[config.mk]
export PLATFORM = sky130hd
export DESIGN_NAME = guid_text_parser_unit
export DESIGN_NICKNAME = d
export VERILOG_FILES = /design/src/rtl/gtp_pkg.sv /design/src/rtl/guid_text_parser_unit.sv /design/src/rtl/gtp_parse.sv
export VERILOG_INCLUDE_DIRS = /design/src /design/src/rtl
export SDC_FILE = /design/constraint.sdc
export NUM_CORES = 1
export LEC_CHECK = 0
export ABC_CLOCK_PERIOD_IN_PS = 10550
export BUFFER_PORTS_ARGS = -buffer_cell sky130_fd_sc_hd__buf_2
export CAP_MARGIN = 10
export CORE_ASPECT_RATIO = 0.9
export CORE_MARGIN = 2
export CORE_UTILIZATION = 50
export CTS_CLUSTER_DIAMETER = 50
export DETAILED_ROUTE_END_ITERATION = 12
export PLACE_DENSITY_LB_ADDON = 0.1
export SLEW_MARGIN = 20
export SYNTH_ARGS = -nofsm -noshare
export SYNTH_HDL_FRONTEND = slang
export SYNTH_SLANG_ARGS = --single-unit
[constraint.sdc]
create_clock -name clk -period 10.55 [get_ports clk]
set_input_delay 1.5825 -clock clk [delete_from_list [all_inputs] [get_ports clk]]
set_output_delay 1.5825 -clock clk [all_outputs]
set_load 0.01 [all_outputs]
[src/rtl/guid_text_parser_unit_defines.svh]
// Assertion macros for the GUID text parser block.
`ifndef GUID_TEXT_PARSER_UNIT_DEFINES_SVH
`define GUID_TEXT_PARSER_UNIT_DEFINES_SVH

`ifndef ASSERT_OFF
// Same-cycle implication, sampled on clk, off while arst_n is low.
`define GTP_ASSERT_NOW(lbl, ant, con, msg) \
	lbl: assert property (@(posedge clk) disable iff (!arst_n) (ant) |-> (con)) \
		else $error(msg);
// Next-cycle implication, sampled on clk, off while arst_n is low.
`define GTP_ASSERT_NEXT(lbl, ant, con, msg) \
	lbl: assert property (@(posedge clk) disable iff (!arst_n) (ant) |=> (con)) \
		else $error(msg);
`else
`define GTP_ASSERT_NOW(lbl, ant, con, msg)
`define GTP_ASSERT_NEXT(lbl, ant, con, msg)
`endif

`endif

[src/rtl/gtp_pkg.sv]
// Types, constants and the hex digit decoder shared by the GUID text parser.
package gtp_pkg;

	localparam logic [7:0] CH_0    = 8'h30;
	localparam logic [7:0] CH_9    = 8'h39;
	localparam logic [7:0] CH_LA   = 8'h61;
	localparam logic [7:0] CH_LF   = 8'h66;
	localparam logic [7:0] CH_UA   = 8'h41;
	localparam logic [7:0] CH_UF   = 8'h46;
	localparam logic [7:0] CH_DASH = 8'h2d;

	localparam logic [5:0] UUID_LEN  = 6'd36;
	localparam logic [5:0] UUID_LAST = 6'd35;
	localparam logic [5:0] DASH_P0   = 6'd8;
	localparam logic [5:0] DASH_P1   = 6'd13;
	localparam logic [5:0] DASH_P2   = 6'd18;
	localparam logic [5:0] DASH_P3   = 6'd23;
	localparam logic [5:0] POS_MAX   = 6'd63;

	localparam logic [3:0] WORD_DIGITS = 4'd8;
	localparam logic [1:0] GROUP_LAST  = 2'd3;

	typedef logic [31:0] word_t;

	typedef struct packed {
		logic [5:0]  position;
		logic [1:0]  group_index;
		word_t       accumulator;
		logic        group_empty;
		logic [3:0]  digits_in_group;
		logic        failed;
	} parse_state_t;

	localparam parse_state_t PARSE_RESET = '{
		position:        6'd0,
		group_index:     2'd0,
		accumulator:     32'd0,
		group_empty:     1'b1,
		digits_in_group: 4'd0,
		failed:          1'b0
	};

	typedef struct packed {
		logic       en;
		logic [1:0] idx;
	} word_wr_t;

	typedef struct packed {
		logic             ok;
		logic [3:0][31:0] words;
	} result_t;

	typedef struct packed {
		logic       valid;
		logic [3:0] value;
	} hex_t;

	function automatic hex_t hex_decode(input logic [7:0] ch);
		hex_t       h;
		logic [7:0] diff;
		h = '0;
		diff = '0;
		if (ch >= CH_0 && ch <= CH_9) begin
			diff = ch - CH_0;
			h.valid = 1'b1;
			h.value = diff[3:0];
		end else if (ch >= CH_LA && ch <= CH_LF) begin
			diff = ch - CH_LA;
			h.valid = 1'b1;
			h.value = diff[3:0] + 4'd10;
		end else if (ch >= CH_UA && ch <= CH_UF) begin
			diff = ch - CH_UA;
			h.valid = 1'b1;
			h.value = diff[3:0] + 4'd10;
		end
		return h;
	endfunction

endpackage

[src/rtl/guid_text_parser_unit.sv]
// Top level of the GUID text parser: input register, parse state, result register.
// A taken character is held in the input register and parsed from there; for the last
// character the result is then registered in the output register (m_tvalid rises).
// Throughput: one character per cycle, with a combinational parse step; a last
// character waits in the input register only while the output register is full and not drained.
// Reset (arst_n low, asynchronous): both registers empty, parse state cleared,
// uuid_mode 0. The three finished-word registers are not reset.
`include "guid_text_parser_unit_defines.svh"

module guid_text_parser_unit import gtp_pkg::*; (
	input  logic         clk,
	input  logic         arst_n,
	// configuration: uuid_mode
	input  logic         cfg_we,
	input  logic         cfg_wdata,
	// character stream
	input  logic         s_tvalid,
	output logic         s_tready,
	input  logic [7:0]   s_tdata,   // [7:0] character
	input  logic         s_tlast,   // last_char
	// result stream
	output logic         m_tvalid,
	input  logic         m_tready,
	output logic [127:0] m_tdata,   // [31:0] word0, [63:32] word1, [95:64] word2, [127:96] word3
	output logic         m_tuser    // ok
);

	// mode register; the user must write it only while idle, the block does not enforce it
	logic uuid_mode_q;

	// input register stage
	logic       valid_s1;
	logic [7:0] char_s1;
	logic       last_s1;

	// parse state and finished words 0..2
	parse_state_t     state_q;
	logic [2:0][31:0] words_q;

	// result register
	logic    out_valid_q;
	result_t out_q;

	parse_state_t state_nxt;
	word_wr_t     word_wr;
	result_t      res;

	logic out_free;
	logic s1_go;
	logic s1_fire;

	// Output slot frees when empty or drained this cycle. A non-last character
	// never needs it, so it moves through regardless of downstream stalls.
	assign out_free = !out_valid_q || m_tready;
	assign s1_go    = !last_s1 || out_free;
	assign s1_fire  = valid_s1 && s1_go;
	assign s_tready = !valid_s1 || s1_go;

	gtp_parse u_parse (
		.uuid_mode (uuid_mode_q),
		.character (char_s1),
		.last_char (last_s1),
		.cur       (state_q),
		.words     (words_q),
		.nxt       (state_nxt),
		.wr        (word_wr),
		.res       (res)
	);

	// control registers
	always_ff @(posedge clk or negedge arst_n) begin
		if (!arst_n) begin
			uuid_mode_q <= 1'b0;
			valid_s1    <= 1'b0;
			state_q     <= PARSE_RESET;
			out_valid_q <= 1'b0;
		end else begin
			if (cfg_we)
				uuid_mode_q <= cfg_wdata;
			if (s_tready)
				valid_s1 <= s_tvalid;
			if (s1_fire)
				state_q <= state_nxt;
			if (out_free)
				out_valid_q <= s1_fire && last_s1;
		end
	end

	// payload registers
	always_ff @(posedge clk) begin
		if (s_tready && s_tvalid) begin
			char_s1 <= s_tdata;
			last_s1 <= s_tlast;
		end
		if (s1_fire && word_wr.en)
			words_q[word_wr.idx] <= state_q.accumulator;
		if (s1_fire && last_s1)
			out_q <= res;
	end

	assign m_tvalid = out_valid_q;
	assign m_tdata  = out_q.words;
	assign m_tuser  = out_q.ok;

	// a failed string carries all-zero words
	`GTP_ASSERT_NOW(a_fail_zero, m_tvalid && !m_tuser, m_tdata == 128'd0, "failed result with nonzero words")
	// the last character of a string leaves the parse state cleared
	`GTP_ASSERT_NEXT(a_clear_after_last, s1_fire && last_s1, state_q == PARSE_RESET, "parse state not cleared after last character")
	// a UUID word never holds more than eight digits
	`GTP_ASSERT_NOW(a_digit_bound, 1'b1, state_q.digits_in_group <= WORD_DIGITS, "digit count beyond word size")

endmodule

[src/rtl/gtp_parse.sv]
// Per-character next-state and result logic of the GUID text parser.
module gtp_parse import gtp_pkg::*; (
	input  logic             uuid_mode,
	input  logic [7:0]       character,
	input  logic             last_char,
	input  parse_state_t     cur,
	input  logic [2:0][31:0] words,
	output parse_state_t     nxt,
	output word_wr_t         wr,
	output result_t          res
);

	always_comb begin
		hex_t         hx;
		logic         is_dash;
		logic         dash_pos;
		logic         ok;
		parse_state_t st;
		hx = hex_decode(character);
		is_dash = (character == CH_DASH);
		dash_pos = (cur.position == DASH_P0) || (cur.position == DASH_P1) ||
			(cur.position == DASH_P2) || (cur.position == DASH_P3);
		st = cur;
		wr = '0;
		ok = 1'b0;
		res = '0;

		if (!cur.failed) begin
			if (uuid_mode) begin
				if (cur.position >= UUID_LEN) begin
					st.failed = 1'b1;
				end else if (dash_pos) begin
					if (!is_dash)
						st.failed = 1'b1;
				end else if (!hx.valid) begin
					st.failed = 1'b1;
				end else if (cur.digits_in_group >= WORD_DIGITS) begin
					// word full: retire it and start the next with this digit
					if (cur.group_index < GROUP_LAST) begin
						wr.en = 1'b1;
						wr.idx = cur.group_index;
						st.group_index = cur.group_index + 2'd1;
					end
					st.accumulator = {28'd0, hx.value};
					st.digits_in_group = 4'd1;
				end else begin
					st.accumulator = {cur.accumulator[27:0], hx.value};
					st.digits_in_group = cur.digits_in_group + 4'd1;
				end
			end else begin
				if (is_dash) begin
					if (cur.group_empty || cur.group_index >= GROUP_LAST) begin
						st.failed = 1'b1;
					end else begin
						wr.en = 1'b1;
						wr.idx = cur.group_index;
						st.group_index = cur.group_index + 2'd1;
						st.accumulator = '0;
						st.group_empty = 1'b1;
					end
				end else if (!hx.valid) begin
					st.failed = 1'b1;
				end else if (cur.accumulator[31:28] != 4'd0) begin
					// another digit would overflow 32 bits
					st.failed = 1'b1;
				end else begin
					st.accumulator = {cur.accumulator[27:0], hx.value};
					st.group_empty = 1'b0;
				end
			end
		end

		if (!last_char) begin
			if (st.position != POS_MAX)
				st.position = st.position + 6'd1;
			nxt = st;
		end else begin
			if (uuid_mode)
				ok = !st.failed && (st.position == UUID_LAST) &&
					(st.group_index == GROUP_LAST) && (st.digits_in_group == WORD_DIGITS);
			else
				ok = !st.failed && (st.group_index == GROUP_LAST) && !st.group_empty;
			res.ok = ok;
			if (ok)
				res.words = {st.accumulator, words[2], words[1], words[0]};
			nxt = PARSE_RESET;
		end
	end

endmodule

== Yosys cells after proc, flatten, opt, wreduce, memory -nomap -nowiden ==
Cells that the tools add are included.
Cells by class
  mux-type cells: 47
  equality and inequality tests: 9
  shift operators: 0
  divide/modulo/power cells: 0
  magnitude comparators: 12
  bitwise operators: 0
  multiply operators: 0
  reduce and logical (&&, ||, !) cells: 29
  $add $sub $neg: 8
Operators by type and width (count)
  34-bit two-way mux: 4
  33-bit two-way mux: 3
  96-bit bitwise mux: 1
  32-bit demux with 2-bit select: 1
  32-bit two-way mux: 2
  46-bit two-way mux: 1
  40-bit two-way mux: 1
  35-bit two-way mux: 1
  3-bit two-way mux: 9
  4-bit two-way mux: 5
  8-bit by 7-bit greater-or-equal comparator with 1-bit output (second input constant): 2
  8-bit by 7-bit <= comparator with 1-bit output (second input constant): 2
  5-bit two-way mux: 3
  1-bit logical AND: 13
  6-bit by 4-bit equality test with 1-bit output (second input constant): 2
  6-bit by 5-bit equality test with 1-bit output (second input constant): 2
  1-bit two-way mux: 12
  4-bit by 1-bit subtractor with 4-bit output (second input constant): 3
  4-bit adder (second input constant): 2
  8-bit by 6-bit equality test with 1-bit output (second input constant): 1
  8-bit by 6-bit greater-or-equal comparator with 1-bit output (second input constant): 1
  8-bit by 6-bit <= comparator with 1-bit output (second input constant): 1
  1-bit logical OR: 7
  6-bit by 1-bit adder with 6-bit output (second input constant): 1
  18 further kinds: 25
Word-level totals
  bits in read-only memories: 0
  logic and storage cells: 124
  bits of input ports: 15
  bits in registers: 283
  RAM bits: 0
  memories: 0
  bits in latches: 0
  output and inout bits: 131

== Depth between registers and ports, before layout ==
  depth in word-level cells: 18
  gate-level depth with buffers: 11
  depth with buffers taken out: 8

== Modules after synthesis ==
Synthesis repeated with hierarchy kept, for this count alone.
Unflattened totals
  cells, all modules: 952
  area, all modules: 12383.1 sq um
Modules (own cells, without submodules)
  guid_text_parser_unit: times used 1, area each 9736.8 sq um, cells each 512, sequential area each 8254.2 sq um
  gtp_parse: times used 1, area each 2646.3 sq um, cells each 440, sequential area each 0.0 sq um

== Least setup slack after synthesis ==
No wires, ideal clock.
  path kind: input -> register
  start: in m_tready
  end: reg out_q, in the netlist m_tdata[0] (enable)
  slack: 2.380 ns
  arrival time: 7.541 ns
  buffers on the path: 1
  cell stages on the path: 4
  library setup time: 0.628 ns
  required time: 9.922 ns
  cells stage by stage: nand3b_1 -> nand2_1 -> clkbuf_1 -> nor2_1
On the way
  cells in the longest elaborated chain, start to end: 4
Ends and longest elaborated chain
  start: declaration: RTL line guid_text_parser_unit.sv:23  | input logic m_tready,
  1-bit logical OR: RTL line guid_text_parser_unit.sv:54  | assign out_free = !out_valid_q || m_tready;
  1-bit logical OR: RTL line guid_text_parser_unit.sv:55  | assign s1_go = !last_s1 || out_free;
  1-bit logical AND: RTL line guid_text_parser_unit.sv:56  | assign s1_fire = valid_s1 && s1_go;
  1-bit logical AND: RTL line guid_text_parser_unit.sv:97  | if (s1_fire && last_s1)
  end signal: assignment: RTL line guid_text_parser_unit.sv:98  | out_q <= res;
  end: declaration: RTL line guid_text_parser_unit.sv:42  | result_t out_q;
No other way between the ends.
A chain may end at the register's enable or synchronous reset.

== Worst setup path in the final report ==
  start: reg char_s1[1]
  end: reg out_q, in the netlist m_tdata[115] (data pin)
On the way
  cells in the longest elaborated chain, start to end: 17
  elaborated cells between the ends (all ways): 45
  classes of those cells: order compare (6); eq/ne (3); mux (25); reduce/logical (11)
Ends and longest elaborated chain
  start: declaration: RTL line guid_text_parser_unit.sv:33  | logic [7:0] char_s1;
  start signal: assignment: RTL line guid_text_parser_unit.sv:92  | char_s1 <= s_tdata;
  8-bit by 7-bit greater-or-equal comparator with 1-bit output / 8-bit by 7-bit <= comparator with 1-bit output (equally long branches): RTL line gtp_pkg.sv:71  | end else if (ch >= CH_UA && ch <= CH_UF) begin
  1-bit logical AND: RTL line gtp_pkg.sv:71
  5-bit two-way mux: RTL line gtp_pkg.sv:71
  5-bit two-way mux: RTL line gtp_pkg.sv:67  | end else if (ch >= CH_LA && ch <= CH_LF) begin
  5-bit two-way mux: RTL line gtp_pkg.sv:63  | if (ch >= CH_0 && ch <= CH_9) begin
  1-bit two-way mux: RTL line gtp_parse.sv:35  | end else if (!hx.valid) begin
  1-bit two-way mux: RTL line gtp_parse.sv:32  | end else if (dash_pos) begin
  1-bit two-way mux: RTL line gtp_parse.sv:30  | if (cur.position >= UUID_LEN) begin
  1-bit two-way mux: RTL line gtp_parse.sv:29  | if (uuid_mode) begin
  40-bit two-way mux (*): RTL line gtp_parse.sv:28  | if (!cur.failed) begin
  1-bit logical NOT: RTL line gtp_parse.sv:79, gtp_parse.sv:82
  1-bit logical AND (2 in series): RTL line gtp_parse.sv:79  | ok = !st.failed && (st.position == UUID_LAST) &&
  1-bit logical AND: RTL line gtp_parse.sv:80  | (st.group_index == GROUP_LAST) && (st.digits_in_group == WORD_DIGITS);
  1-bit two-way mux: RTL line gtp_parse.sv:78  | if (uuid_mode)
  1-bit two-way mux: RTL line gtp_parse.sv:73  | if (!last_char) begin
  2-bit AND reduction (no source line)
Every way passes the cells marked *; elsewhere a longest branch is shown, timed or not. The select of a mux whose other input is x is not followed.

==> impl_metrics.json <==
{
  "status": "finished clean",
  "ys_seq_elements": 283,
  "hpwl_um": 14800,
  "place_area_mm2": 0.0127,
  "cts_setup_buffers": 0,
  "grt_pass1_wl_um": 37700,
  "multi_input_area_mm2": 0.00322,
  "fp.dieW_um": 166,
  "synth_area_leaders": "edfxtp_1 (59%), dfrtp_1 (10%), nor3b_2 (10%), a22o_1 (2.2%), a22oi_1 (2.0%)",
  "max_freq_mhz": 251,
  "syn_area_mm2": 0.0118,
  "r2r_cells": 10,
  "drive_above_1_share_pct": 37.9,
  "power.leakage_nw": 4.91,
  "grt_pass1_vias": 6532,
  "clk_latency_ns": 0.56,
  "first_pass_iters": 5,
  "regArea_mm2": 0.00825,
  "cts.sinks": 283,
  "syn_avg_cell_area_um2": 16.5,
  "grtUsageTotal_pct": 19.2,
  "synth_top_area_cell": "edfxtp_1",
  "place.gp.congestion": 0.862,
  "cts_buffers": 31,
  "cts_hold_buf": 0,
  "seqPwrFrac_pct": 50.7,
  "wirelength_um": 24200,
  "clkPwrFrac_pct": 42.8,
  "antenna_found_initial": 0,
  "overflow": 0,
  "wire_per_inst_um": 20.4,
  "crit_type": "reg2reg",
  "hold_start": "state_q[5]",
  "final_antenna_net_count": 0,
  "setup_viol": 0,
  "synth_nets": 746,
  "fill_cells": 1745,
  "syn2layout_area_growth_pct": 16.5,
  "internal-power_w": 0.00193,
  "die-area_mm2": 0.0249,
  "period_minus_slack_ns": 3.98,
  "synth_top_cell_area_share_pct": 59.4,
  "core_area_mm2": 0.0233,
  "timing.hold.ws_ns": 0.548,
  "timing.critical_path.from": "char_s1[1]",
  "max_slew_margin_pct": 29.2,
  "netSwitchingPower_w": 0.000576,
  "drt_iter0_markers": 490,
  "antenna_cells": 0,
  "layout.nets": 887,
  "cts_resized": 0,
  "hold_viol_final": 0,
  "synthCells": 715,
  "rows": 53,
  "grt_max_degree": 90,
  "swShare_pct": 23.0,
  "max-cap-violations": 0,
  "critical_path_required_ns": 10.83,
  "worstSetupStartpointType": "flop",
  "pin_count": 146,
  "post-synth-top-count-cell": "edfxtp_1",
  "path_clk_slew_ns": 0.06,
  "synthDistinctLibCells": 65,
  "route.detailed.drc": 0,
  "port_buffers": 145,
  "r2r_end": "m_tdata[115]",
  "die_h_um": 150,
  "worstMarginPinSlew_ns": 1.06,
  "yosysSeqAreaShare_pct": 69.8,
  "cts_root_buf": "clkbuf_16",
  "grt_setup_unrepaired": "false",
  "pwr-share-comb_pct": 6.5,
  "start_util_pct": 50.8,
  "hold_class": "reg2reg",
  "p_per_area_mw_per_mm2": 182,
  "post-route-util_pct": 59.2,
  "htreeDepth": 1,
  "async_flop_share_pct": 17.3,
  "synth_ff_type": "edfxtp_1",
  "vias": 6619,
  "crit_arrival_ns": 4.26,
  "via_per_inst": 5.60,
  "synth_warnings": 0,
  "final_area_mm2": 0.0138,
  "irDropWorstVdd_v": 0.000107,
  "holdPathStages": 2,
  "tritoncts": "done",
  "ctsLongestPathBuffers": 3,
  "setup-tns-final_ns": 0,
  "post-route-period-util_pct": 37.8,
  "r2r-start": "char_s1[1]",
  "synth-edff-count": 234,
  "endpoint_kind": "flop",
  "finalPower_w": 0.00250,
  "holdPathEnd": "state_q[5]",
  "synthTopCellsByCount": "edfxtp_1 (234), nor3b_2 (96), dfrtp_1 (48)",
  "skew_ns": 0.0103,
  "crit_fanout": 55,
  "drv_slew": 0,
  "rrSetupSlack_ns": 6.57
}
==> final cells by class <==
cell class,instances,share of cell area (%)
flip-flops and latches,283,59.9
multi-input cells,368,23.4
inverters,15,0.409
clock buffers,37,5.94
repair buffers,157,5.98
clock inverters,21,1.61
well taps,302,2.74
==> state kept, by name, indices dropped and copies added (netlist names) <==
| name | cells |
|---|---|
| m_tvalid | 1 |
| state_q | 46 |
| words_q | 96 |
| last_s1 | 1 |
| valid_s1 | 1 |
| m_tdata | 128 |
| m_tuser | 1 |
| uuid_mode_q | 1 |
| char_s1 | 8 |
==> per-stage QoR <==
stage               worst slack [ns]  instances
detailed placement              6.24       1125
global route                    6.28       1183
global placement                6.36       1125
CTS                             6.44       1183
finish                          6.57       1183
floorplan                       2.38        715
==> cell usage in the layout, fill, tap and decap left out, types with 11 or more instances in the layout <==
cell type	instances
a22o_1	30
a22oi_1	32
buf_2	145
clkbuf_16	31
dfrtp_1	48
edfxtp_1	234
ha_1	16
inv_1	15
nand2_1	18
nor2_1	17
nor3_1	25
nor3_2	14
nor3b_2	96
o21ai_0	11
==> routing by layer <==
metal	vias up	global-route usage [%]	routed length [µm]
li1	3068	-	-
met1	3315	28.4	11500
met2	193	29.6	10900
met3	43	3.17	1230
met4	0	5.87	589
met5	-	0	0
==> power groups by stage <==
stage	logic, W	clock network, W	registers [W]
floorplan	0.000105	0	0.00129
finish	0.000162	0.00107	0.00127
global placement	0.000158	0	0.00129
detailed placement	0.000163	0	0.00129
global route	0.000179	0.00114	0.00127
CTS	0.000164	0.00110	0.00127
==> worst max-delay path, stage by stage (launching register included) <==
cell	delay (ns)
edfxtp_1	0.42
inv_1	0.14
ha_1	0.21
nand4b_1	0.18
or4_4	0.52
o311ai_0	0.39
mux2i_1	0.17
nand4_1	0.15
buf_4	0.66
buf_4	0.67
nor3_1	0.15
==> cell families after synthesis <==
logic type,count (synthesis),share of synthesized area (%)
flops,283,69.8
xor+xnor,7,0.519
buf+inv,64,3.26
simple gates,217,16.1
fa+ha+maj,16,1.69
compound gates,122,8.03
mux,6,0.529
==> worst max path at each step <==
| stage | to |
|---|---|
| 6_report | m_tdata[115] |
| 5_1_grt | m_tdata[116] |
| 4_1_cts | m_tdata[105] |
| 3_5_place_dp | words_q[86] |
| 3_3_place_gp | words_q[82] |
| 2_1_floorplan | m_tdata[0] |
Power figures use the tool's default switching activity.
